--- src/rtl/core/trpm_pkg.sv ---
`timescale 1ns / 1ps

package trpm_pkg;

  // Field and state widths.
  localparam int RPM_BITS   = 20;
  localparam int COUNT_BITS = 16;
  localparam int CFG_W      = 16;
  localparam int TIME_W     = 32;
  localparam int MPM_W      = 16;

  localparam logic [MPM_W-1:0] MS_PER_MIN = 16'd60000;

  // Datapath widths derived from the field widths.
  localparam int FRESH_W = COUNT_BITS + MPM_W;
  localparam int PROD_W  = RPM_BITS + CFG_W;
  localparam int SUM_W   = ((PROD_W > FRESH_W) ? PROD_W : FRESH_W) + 1;
  localparam int DVD_W   = SUM_W;
  localparam int DIV_W   = TIME_W;
  localparam int DCNT_W  = $clog2(DVD_W + 1);
  localparam int CMP_W   = (RPM_BITS > CFG_W) ? RPM_BITS : CFG_W;
  localparam int SPK_W   = RPM_BITS + 4;
  localparam int OUT_TDATA_W = ((RPM_BITS + 7) / 8) * 8;

  // Spike rule ratio bounds: 7*new < 10*old < 13*new.
  localparam int SPK_LO_MUL  = 7;
  localparam int SPK_MID_MUL = 10;
  localparam int SPK_HI_MUL  = 13;

  // Configuration register indexes.
  localparam int CFG_IDX_W = 1;
  localparam logic [CFG_IDX_W-1:0] REG_FILTER_MS = 1'b0;
  localparam logic [CFG_IDX_W-1:0] REG_SPIKE_THR = 1'b1;

  localparam logic [CFG_W-1:0] SPIKE_THR_RST = 16'd20;

  // Input item kinds.
  localparam logic CMD_PULSE = 1'b0;
  localparam logic CMD_EVAL  = 1'b1;

  typedef enum logic [3:0] {
    DOP_NONE,
    DOP_PULSE,
    DOP_EVAL,
    DOP_ZERO,
    DOP_DIV_TAU,
    DOP_TAU_SAVE,
    DOP_DIV_FRESH,
    DOP_FRESH_SAVE,
    DOP_DIV_SUM,
    DOP_SAT,
    DOP_SPK_DIFF,
    DOP_SPK_CMP,
    DOP_EMIT
  } dp_op_t;

  typedef enum logic [3:0] {
    ST_IDLE,
    ST_TAU,
    ST_TAU_W,
    ST_FDIV,
    ST_FDIV_W,
    ST_SDIV,
    ST_SDIV_W,
    ST_SPK_D,
    ST_SPK_C,
    ST_EMIT
  } ctrl_state_t;

  typedef struct packed {
    dp_op_t op;
  } dp_cmd_t;

  typedef struct packed {
    logic delta_zero;
    logic div_done;
    logic out_free;
  } dp_sts_t;

endpackage

--- src/rtl/core/trpm_div.sv ---
`timescale 1ns / 1ps

module trpm_div
  import trpm_pkg::*;
(
  input  logic              clk,
  input  logic              rst_n,
  input  logic              start,
  input  logic [DVD_W-1:0]  dividend,
  input  logic [DIV_W-1:0]  divisor,
  input  logic [DCNT_W-1:0] nbits,
  output logic [DVD_W-1:0]  quotient,
  output logic              done
);

  logic [DCNT_W-1:0] cnt_r;
  logic              busy_r;
  logic              done_r;
  logic [DVD_W-1:0]  q_r;
  logic [DIV_W-1:0]  rem_r;
  logic [DIV_W-1:0]  dsr_r;
  logic [DCNT_W-1:0] shift_amt;
  logic [DIV_W:0]    trial;
  logic [DIV_W:0]    diff;

  // The dividend is left aligned so that only nbits steps are needed.
  assign shift_amt = DCNT_W'(DVD_W) - nbits;
  assign trial     = {rem_r, q_r[DVD_W-1]};
  assign diff      = trial - {1'b0, dsr_r};

  always_ff @(posedge clk) begin
    if (!rst_n) begin
      cnt_r  <= '0;
      busy_r <= 1'b0;
      done_r <= 1'b0;
    end else if (start) begin
      cnt_r  <= nbits;
      busy_r <= 1'b1;
      done_r <= 1'b0;
    end else if (busy_r) begin
      cnt_r <= cnt_r - DCNT_W'(1);
      if (cnt_r == DCNT_W'(1)) begin
        busy_r <= 1'b0;
        done_r <= 1'b1;
      end
    end
  end

  always_ff @(posedge clk) begin
    if (start) begin
      q_r   <= dividend << shift_amt;
      rem_r <= '0;
      dsr_r <= divisor;
    end else if (busy_r) begin
      if (!diff[DIV_W]) begin
        rem_r <= diff[DIV_W-1:0];
        q_r   <= {q_r[DVD_W-2:0], 1'b1};
      end else begin
        rem_r <= trial[DIV_W-1:0];
        q_r   <= {q_r[DVD_W-2:0], 1'b0};
      end
    end
  end

  assign quotient = q_r;
  assign done     = done_r;

endmodule

--- src/rtl/core/trpm_ctrl.sv ---
`timescale 1ns / 1ps

module trpm_ctrl
  import trpm_pkg::*;
(
  input  logic    clk,
  input  logic    rst_n,
  input  logic    in_tvalid,
  input  logic    in_tuser,
  output logic    in_tready,
  output dp_cmd_t cmd,
  input  dp_sts_t sts
);

  ctrl_state_t state_r;
  ctrl_state_t state_nxt;

  always_ff @(posedge clk) begin
    if (!rst_n) begin
      state_r <= ST_IDLE;
    end else begin
      state_r <= state_nxt;
    end
  end

  always_comb begin
    state_nxt = state_r;
    cmd.op    = DOP_NONE;
    in_tready = 1'b0;
    case (state_r)
      ST_IDLE: begin
        in_tready = 1'b1;
        if (in_tvalid) begin
          if (in_tuser == CMD_EVAL) begin
            cmd.op    = DOP_EVAL;
            state_nxt = ST_TAU;
          end else begin
            cmd.op = DOP_PULSE;
          end
        end
      end
      ST_TAU: begin
        if (sts.delta_zero) begin
          cmd.op    = DOP_ZERO;
          state_nxt = ST_SPK_D;
        end else begin
          cmd.op    = DOP_DIV_TAU;
          state_nxt = ST_TAU_W;
        end
      end
      ST_TAU_W: begin
        if (sts.div_done) begin
          cmd.op    = DOP_TAU_SAVE;
          state_nxt = ST_FDIV;
        end
      end
      ST_FDIV: begin
        cmd.op    = DOP_DIV_FRESH;
        state_nxt = ST_FDIV_W;
      end
      ST_FDIV_W: begin
        if (sts.div_done) begin
          cmd.op    = DOP_FRESH_SAVE;
          state_nxt = ST_SDIV;
        end
      end
      ST_SDIV: begin
        cmd.op    = DOP_DIV_SUM;
        state_nxt = ST_SDIV_W;
      end
      ST_SDIV_W: begin
        if (sts.div_done) begin
          cmd.op    = DOP_SAT;
          state_nxt = ST_SPK_D;
        end
      end
      ST_SPK_D: begin
        cmd.op    = DOP_SPK_DIFF;
        state_nxt = ST_SPK_C;
      end
      ST_SPK_C: begin
        cmd.op    = DOP_SPK_CMP;
        state_nxt = ST_EMIT;
      end
      ST_EMIT: begin
        // Waits until the output register is free or being drained.
        if (sts.out_free) begin
          cmd.op    = DOP_EMIT;
          state_nxt = ST_IDLE;
        end
      end
      default: begin
        state_nxt = ST_IDLE;
      end
    endcase
  end

endmodule

--- src/rtl/core/trpm_dp.sv ---
`timescale 1ns / 1ps

module trpm_dp
  import trpm_pkg::*;
(
  input  logic                   clk,
  input  logic                   rst_n,
  input  dp_cmd_t                cmd,
  output dp_sts_t                sts,
  input  logic [TIME_W-1:0]      in_tdata,
  output logic                   out_tvalid,
  input  logic                   out_tready,
  output logic [OUT_TDATA_W-1:0] out_tdata,
  input  logic                   cfg_valid,
  output logic                   cfg_ready,
  input  logic [CFG_IDX_W-1:0]   cfg_index,
  input  logic [CFG_W-1:0]       cfg_data
);

  localparam logic [COUNT_BITS-1:0] COUNT_MAX = '1;
  localparam logic [RPM_BITS-1:0]   RPM_MAX   = '1;

  // Configuration and architectural state.
  logic [CFG_W-1:0]      filter_ms_r;
  logic [CFG_W-1:0]      spike_thr_r;
  logic [COUNT_BITS-1:0] count_r;
  logic [TIME_W-1:0]     latest_r;
  logic [TIME_W-1:0]     prev_r;
  logic [RPM_BITS-1:0]   h0_r;
  logic [RPM_BITS-1:0]   h1_r;
  logic [RPM_BITS-1:0]   h2_r;
  logic                  out_valid_r;

  // Working registers of one evaluation.
  logic [TIME_W-1:0]     delta_r;
  logic [FRESH_W-1:0]    fresh_prod_r;
  logic [CFG_W-1:0]      tau_r;
  logic [FRESH_W-1:0]    fresh_r;
  logic [PROD_W-1:0]     prod_r;
  logic                  rev_r;
  logic [RPM_BITS-1:0]   old_r;
  logic [RPM_BITS-1:0]   new_r;
  logic [RPM_BITS-1:0]   out_data_r;

  logic                  div_start;
  logic [DVD_W-1:0]      div_dividend;
  logic [DIV_W-1:0]      div_divisor;
  logic [DCNT_W-1:0]     div_nbits;
  logic [DVD_W-1:0]      div_quo;
  logic                  div_done;

  logic [FRESH_W-1:0]    fresh_prod_w;
  logic [PROD_W-1:0]     prod_w;
  logic [RPM_BITS-1:0]   sat_w;
  logic                  spike_w;
  logic [SPK_W-1:0]      new_lo_w;
  logic [SPK_W-1:0]      old_mid_w;
  logic [SPK_W-1:0]      new_hi_w;

  trpm_div u_div (
    .clk      (clk),
    .rst_n    (rst_n),
    .start    (div_start),
    .dividend (div_dividend),
    .divisor  (div_divisor),
    .nbits    (div_nbits),
    .quotient (div_quo),
    .done     (div_done)
  );

  // One shared serial divider serves all three divisions.
  always_comb begin
    div_start    = 1'b0;
    div_dividend = DVD_W'(filter_ms_r);
    div_divisor  = delta_r;
    div_nbits    = DCNT_W'(CFG_W);
    case (cmd.op)
      DOP_DIV_TAU: begin
        div_start = 1'b1;
      end
      DOP_DIV_FRESH: begin
        div_start    = 1'b1;
        div_dividend = DVD_W'(fresh_prod_r);
        div_nbits    = DCNT_W'(FRESH_W);
      end
      DOP_DIV_SUM: begin
        div_start    = 1'b1;
        div_dividend = DVD_W'(prod_r) + DVD_W'(fresh_r);
        div_divisor  = DIV_W'(tau_r) + DIV_W'(1);
        div_nbits    = DCNT_W'(SUM_W);
      end
      default: begin
        div_start = 1'b0;
      end
    endcase
  end

  assign fresh_prod_w = FRESH_W'(count_r) * FRESH_W'(MS_PER_MIN);
  assign prod_w       = PROD_W'(h0_r) * PROD_W'(tau_r);
  assign sat_w        = (|div_quo[DVD_W-1:RPM_BITS]) ? RPM_MAX : div_quo[RPM_BITS-1:0];

  assign new_lo_w  = SPK_W'(new_r) * SPK_W'(SPK_LO_MUL);
  assign old_mid_w = SPK_W'(old_r) * SPK_W'(SPK_MID_MUL);
  assign new_hi_w  = SPK_W'(new_r) * SPK_W'(SPK_HI_MUL);
  assign spike_w   = rev_r && (CMP_W'(old_r) > CMP_W'(spike_thr_r)) &&
                     (new_lo_w < old_mid_w) && (new_hi_w > old_mid_w);

  assign cfg_ready = 1'b1;

  always_ff @(posedge clk) begin
    if (!rst_n) begin
      filter_ms_r <= '0;
      spike_thr_r <= SPIKE_THR_RST;
      count_r     <= '0;
      latest_r    <= '0;
      prev_r      <= '0;
      h0_r        <= '0;
      h1_r        <= '0;
      h2_r        <= '0;
      out_valid_r <= 1'b0;
    end else begin
      if (cfg_valid) begin
        case (cfg_index)
          REG_FILTER_MS: filter_ms_r <= cfg_data;
          REG_SPIKE_THR: spike_thr_r <= cfg_data;
          default:       filter_ms_r <= filter_ms_r;
        endcase
      end
      if (cmd.op == DOP_EMIT) begin
        out_valid_r <= 1'b1;
      end else if (out_tready) begin
        out_valid_r <= 1'b0;
      end
      case (cmd.op)
        DOP_PULSE: begin
          latest_r <= in_tdata;
          if (count_r != COUNT_MAX) begin
            count_r <= count_r + COUNT_BITS'(1);
          end
        end
        DOP_EVAL: begin
          prev_r  <= latest_r;
          count_r <= '0;
        end
        DOP_ZERO: begin
          h0_r <= '0;
        end
        DOP_SAT: begin
          h0_r <= sat_w;
        end
        DOP_SPK_CMP: begin
          // A lone reversal of similar size on both sides, after a step above spike_thr_r, is a spike.
          if (spike_w) begin
            h1_r <= h0_r;
          end
        end
        DOP_EMIT: begin
          h2_r <= h1_r;
          h1_r <= h0_r;
        end
        default: begin
          h0_r <= h0_r;
        end
      endcase
    end
  end

  always_ff @(posedge clk) begin
    case (cmd.op)
      DOP_EVAL: begin
        delta_r      <= latest_r - prev_r;
        fresh_prod_r <= fresh_prod_w;
      end
      DOP_TAU_SAVE: begin
        tau_r <= div_quo[CFG_W-1:0];
      end
      DOP_FRESH_SAVE: begin
        fresh_r <= div_quo[FRESH_W-1:0];
        prod_r  <= prod_w;
      end
      DOP_SPK_DIFF: begin
        rev_r <= ((h0_r > h1_r) && (h1_r < h2_r)) || ((h0_r < h1_r) && (h1_r > h2_r));
        old_r <= (h2_r > h1_r) ? (h2_r - h1_r) : (h1_r - h2_r);
        new_r <= (h1_r > h0_r) ? (h1_r - h0_r) : (h0_r - h1_r);
      end
      DOP_EMIT: begin
        out_data_r <= h2_r;
      end
      default: begin
        rev_r <= rev_r;
      end
    endcase
  end

  assign sts.delta_zero = (delta_r == '0);
  assign sts.div_done   = div_done;
  assign sts.out_free   = !out_valid_r || out_tready;

  assign out_tvalid = out_valid_r;
  assign out_tdata  = OUT_TDATA_W'(out_data_r);

endmodule

--- src/rtl/core/tachometer_rpm_filter_unit.sv ---
`timescale 1ns / 1ps
// A pulse item is handled in the idle state; the next item may follow in the next cycle.
// An evaluate item uses one shared bit-serial divider three times (CFG_W, FRESH_W and
// SUM_W steps) unless the time delta is zero, which skips the divisions; the result waits
// while the output register is still full, and the next item is taken once it is emitted.
// Synchronous active-low reset clears the counter, timestamps, history and output
// valid, sets filter_ms to 0 and spike_threshold to 20; no clearing pass is needed.

module tachometer_rpm_filter_unit
  import trpm_pkg::*;
(
  input  logic                   clk,
  input  logic                   rst_n,
  input  logic                   in_tvalid,
  output logic                   in_tready,
  input  logic [TIME_W-1:0]      in_tdata,   // [31:0] now_ms
  input  logic                   in_tuser,   // [0] command
  output logic                   out_tvalid,
  input  logic                   out_tready,
  output logic [OUT_TDATA_W-1:0] out_tdata,  // [19:0] rpm_value, upper bits zero
  input  logic                   cfg_valid,
  output logic                   cfg_ready,
  input  logic [CFG_IDX_W-1:0]   cfg_index,
  input  logic [CFG_W-1:0]       cfg_data
);

  dp_cmd_t cmd;
  dp_sts_t sts;

  trpm_ctrl u_ctrl (
    .clk       (clk),
    .rst_n     (rst_n),
    .in_tvalid (in_tvalid),
    .in_tuser  (in_tuser),
    .in_tready (in_tready),
    .cmd       (cmd),
    .sts       (sts)
  );

  trpm_dp u_dp (
    .clk        (clk),
    .rst_n      (rst_n),
    .cmd        (cmd),
    .sts        (sts),
    .in_tdata   (in_tdata),
    .out_tvalid (out_tvalid),
    .out_tready (out_tready),
    .out_tdata  (out_tdata),
    .cfg_valid  (cfg_valid),
    .cfg_ready  (cfg_ready),
    .cfg_index  (cfg_index),
    .cfg_data   (cfg_data)
  );

endmodule
--- config.mk ---
export PLATFORM = sky130hd
export DESIGN_NAME = tachometer_rpm_filter_unit
export DESIGN_NICKNAME = d
export VERILOG_FILES = /design/src/rtl/core/trpm_pkg.sv /design/src/rtl/core/trpm_div.sv /design/src/rtl/core/trpm_ctrl.sv /design/src/rtl/core/trpm_dp.sv /design/src/rtl/core/tachometer_rpm_filter_unit.sv
export SDC_FILE = /design/constraint.sdc
export NUM_CORES = 2
export LEC_CHECK = 0
export BUFFER_PORTS_ARGS = -buffer_cell sky130_fd_sc_hd__buf_2
export CAP_MARGIN = 20
export CORE_AREA = 2 2 277 279
export CTS_BUF_LIST = sky130_fd_sc_hd__clkbuf_16
export CTS_CLUSTER_DIAMETER = 200
export DETAILED_ROUTE_END_ITERATION = 10
export DIE_AREA = 0 0 279 281
export GPL_TIMING_DRIVEN = 0
export PLACE_DENSITY = 0.76
export SYNTH_ARGS = -nofsm -noshare
export SYNTH_HDL_FRONTEND = slang
export SYNTH_SLANG_ARGS = --single-unit
--- constraint.sdc ---
create_clock -name clk -period 9.4 [get_ports clk]
set_clock_uncertainty 0.05 [all_clocks]
set_input_delay 1.88 -clock clk [delete_from_list [all_inputs] [get_ports clk]]
set_output_delay 1.88 -clock clk [all_outputs]
set_load 0.005 [all_outputs]
==> impl_results.md <==
* Minimum clock period at 8.13 ns
* Crit path launch type: flip-flop
* Hold Fails Final Rpt at 0
* Synth Area in XOR/XNOR at approximately 4.8%
* CTS clk-pin slew, worst paths at about 0.060 ns
* DR iter-0 viols at ~2900
* Max Slew Vio Count at 0
* Post-synthesis async set-or-reset flop share at 0%
* FF+latch count, synth at 490
* DRC at 0
* Pleak at 22.3 nW
* Pwr Total at between 0.006 and 0.007 W
* Detailed Place HPWL at ~98000 um
* Most frequent cells in the layout: inv_1, nand2_1, ha_1, fa_1, a21oi_1
* Syn avg cell area at between 9 and 10 sq um
* Achievable Freq at between 100 and 150 MHz
* DRT antenna net count at 0
* Gpl congestion at 1.04
* Die Ht at roughly 280 um
* CTS Buf Count at 53
* Post-CTS repair timing setup buffer count at 0
* Setup crit start: u_dp.h0_r[9]
* R2R depth at 24
* FF-to-FF setup slack at 1.27 ns
* Req. time, crit path at 9.71 ns
* Starting density of the core at just over 60%
* First-pass GRT wire length at slightly below 200000 um
* Synth unique cells at 94
* Sum Neg Setup Slack at 0 ns
* Post-synthesis sequential area ratio at 27.6%
* Most common cell after layout, fill and taps aside: inv_1
* WL met3 at ~9800 um
* Leading area contributor after synthesis: edfxtp_1
* Maximum vdd drop at between 0.00015 and 0.0002 V
* Vias per cell at about 5.9
* Met2 wire length at around 57000 um
* Critical path endpoint category: flip-flop
* CTS tree: yes
* Gr ovfl total at 0
* Worst Tran Pin Value at just over 1 ns
* Detailed Route WL at around 120000 um
* Max incr delay on CP at around 0.65 ns
* Clock latency on the worst-skew pair at between 0.6 and 0.7 ns
* EDFF count, synth at 273
* Average routed wire per standard cell at around 20 um
* Reg-to-Reg Start: u_dp.h0_r[9]
* Worst Path Max Fanout at 10
* Pin count of the biggest net entering global routing at between 40 and 50
* # nets final at about 6000
* Die Area at between 0.07 and 0.08 sq mm
* Ys flop type: edfxtp_1
* Clock sinks at just under 500
* Core footprint at around 0.075 sq mm
* Hold WS at about 0.41 ns
* Synth top area share at 18.0%
* Std cell rows at 101
* Mapped Cells at just under 5000
* MaxCap Viol Count at 0
* Layout cell share with drive strength beyond 1 at slightly below 5%
* Die Span X at 279 um
* Number of hold buffers added after CTS at 0
* Arrival time at the worst endpoint at roughly 8.4 ns
* Largest family of logic cells by synthesized area: adder cells
* Top layer in use: met5
* Vias in the first global route at about 35000
* Max-slew headroom at 30.6%
* Initial antenna violation count at 4
* I/O pin count at between 80 and 90
* Fraction of the mapped netlist area in simple logic gates at around 14%
* Period utilization at around 86%
* Ranking of synthesized cells by area: edfxtp_1, fa_1, ha_1
* RSZ-0062 raised after global routing: no
* YS warnings at 0
* Pre-antenna DRT Iters at 8
* Clock Tree Buf Depth at 3
* PortBufs at 75
* Post-synthesis cell area at around 0.046 sq mm
* Post-Route M1 WL at slightly above 50000 um
* Mux contribution to synthesized area at 0.789%
* CP Cell Sequence: clkbuf_1 -> clkbuf_1 -> nand2_1 -> fa_1 -> fa_1 -> fa_1 -> fa_1 -> inv_1 -> fa_1 -> inv_1 -> fa_1 -> inv_1 -> ha_1 -> and3_1 -> nand3_1 -> nor3_1 -> nor4_1 -> o31ai_1 -> a31o_2 -> o2bb2ai_2 -> o21a_1 -> nor2_1 -> o41ai_1 -> xor2_1
* H-tree lvl count at 2
* Final core utilization at between 60 and 70%
* Worst hold path class: flip-flop to flip-flop
* DR vias at approximately 36000
* Post-CTS Resized at 0
* Root Driver: clkbuf_16
* Most used cell, CP: fa_1
* R2r endpoint: u_dp.prod_r[34]
* Gr usage total at between 30% and 40%
* Setup crit end: u_dp.prod_r[34]
* Final setup viols at 0
* Crit-path slowest cell: clkbuf_1
* Area grow syn2layout at 7.81%
* Outcome: finished, final reports clean
* Fill cells at 6323
* Area fraction in compound gates after synthesis at between 10% and 20%
* Synth Area in Adders at 30.0%
* Pwr Density at 124 mW/mm^2
* Critical path type: flip-flop to flip-flop
## power breakdown
| group | internal (W) | switching (W) | total [W] |
|---|---|---|---|
| clock network | 0.00117 | 0.000904 | 0.00208 |
| logic | 0.000561 | 0.000833 | 0.00139 |
| registers | 0.00245 | 0.000141 | 0.00260 |
## cells by family (layout without fill, tap and decap cells)
kind of cell | Yosys count | in the layout
mux | 35 | 35
flops | 490 | 490
fa+ha+maj | 878 | 878
simple gates | 1388 | 1388
compound gates | 1078 | 1078
buf+inv | 848 | 1035
xor+xnor | 248 | 248
other cells | 2 | 12
## critical path: cells and delay by family (launching register included)
kind,cells,cell delay [ns]
adder cells (fa/ha/maj),7,3.53
XOR/XNOR,1,0.14
buffers and inverters,5,1.44
AND/OR/NAND/NOR,6,0.98
AO/OA/AOI/OAI,5,1.35
flip-flops,1,0.35
## Yosys cell counts, types with 10 or more instances
| library cell | number |
|---|---|
| buf_2 | 15 |
| or3_1 | 15 |
| fa_1 | 356 |
| nor4_1 | 29 |
| nor2b_1 | 54 |
| nor2_1 | 224 |
| nor3_1 | 48 |
| a21oi_1 | 288 |
| a21boi_0 | 123 |
| o21a_1 | 34 |
| a31o_2 | 11 |
| o21ai_0 | 226 |
| o211ai_1 | 18 |
| nand2_1 | 610 |
| o31ai_1 | 12 |
| inv_1 | 644 |
| o21ai_1 | 11 |
| xor2_1 | 89 |
| nand3_1 | 89 |
| edfxtp_1 | 273 |
| and3_1 | 35 |
| o21bai_1 | 36 |
| a21o_1 | 114 |
| nand2b_1 | 45 |
| a211oi_1 | 32 |
| nand4_1 | 33 |
| a31oi_1 | 31 |
| mux2i_1 | 28 |
| a221oi_1 | 10 |
| o31a_1 | 10 |
| xnor2_1 | 159 |
| dfxtp_1 | 217 |
| ha_1 | 522 |
| and2_1 | 177 |
| clkbuf_1 | 169 |
## routing by layer
| layer | vias to the layer above | track usage, % |
|---|---|---|
| met5 | - | 1.06 |
| met4 | 2 | 12.0 |
| met3 | 275 | 6.68 |
| met2 | 1265 | 51.5 |
| met1 | 17500 | 40.5 |
| li1 | 17100 | - |
## area by class of cell
| cell class | count | area, sq um | area share [%] |
|---|---|---|---|
| Antenna cell | 7 | 17.5 | 0.0357 |
| Buffer | 203 | 827 | 1.69 |
| Clock buffer | 55 | 1380 | 2.81 |
| Clock inverter | 44 | 342 | 0.696 |
| Inverter | 645 | 2420 | 4.93 |
| Multi-Input combinational cell | 3632 | 29800 | 60.7 |
| Sequential cell | 490 | 12500 | 25.6 |
| Tap cell | 978 | 1220 | 2.49 |
| Timing Repair Buffer | 88 | 553 | 1.13 |
## metrics by stage
step                      cell area (sq um)  std cells  setup slack, ns
final                                 49100       6142             1.27
after global routing                  49000       6137            0.906
after CTS                             49000       6135             1.30
after detailed placement              47300       6036             1.39
after global placement                47100       6023             1.25
after floorplan                       45500       4970             2.78
## registers in the layout, summed over array words and instances (netlist names), 20 cells and up
signal               cells
u_dp.delta_r            32
u_dp.new_r              20
u_dp.h2_r               20
u_dp.fresh_prod_r       27
u_dp.u_div.dsr_r        32
u_dp.u_div.rem_r        32
u_dp.latest_r           32
u_dp.out_data_r         20
u_dp.h0_r               20
u_dp.prod_r             36
u_dp.old_r              20
u_dp.u_div.quotient     37
u_dp.prev_r             32
u_dp.h1_r               20
u_dp.fresh_r            32
## worst min path at each step
stage / cells after the start / slack [ns] / start / to
after global placement: 2 / 0.40 / u_dp.prev_r[25] / u_dp.prev_r[25]
after detailed placement: 2 / 0.41 / u_dp.prev_r[29] / u_dp.prev_r[29]
after CTS: 2 / 0.42 / u_dp.prev_r[29] / u_dp.prev_r[29]
after global routing: 2 / 0.43 / u_dp.prev_r[30] / u_dp.prev_r[30]
after floorplan: 2 / 0.39 / u_dp.filter_ms_r[0] / u_dp.filter_ms_r[0]
final: 2 / 0.41 / u_dp.prev_r[29] / u_dp.prev_r[29]
Note: power is estimated with default switching activity, not from simulation.
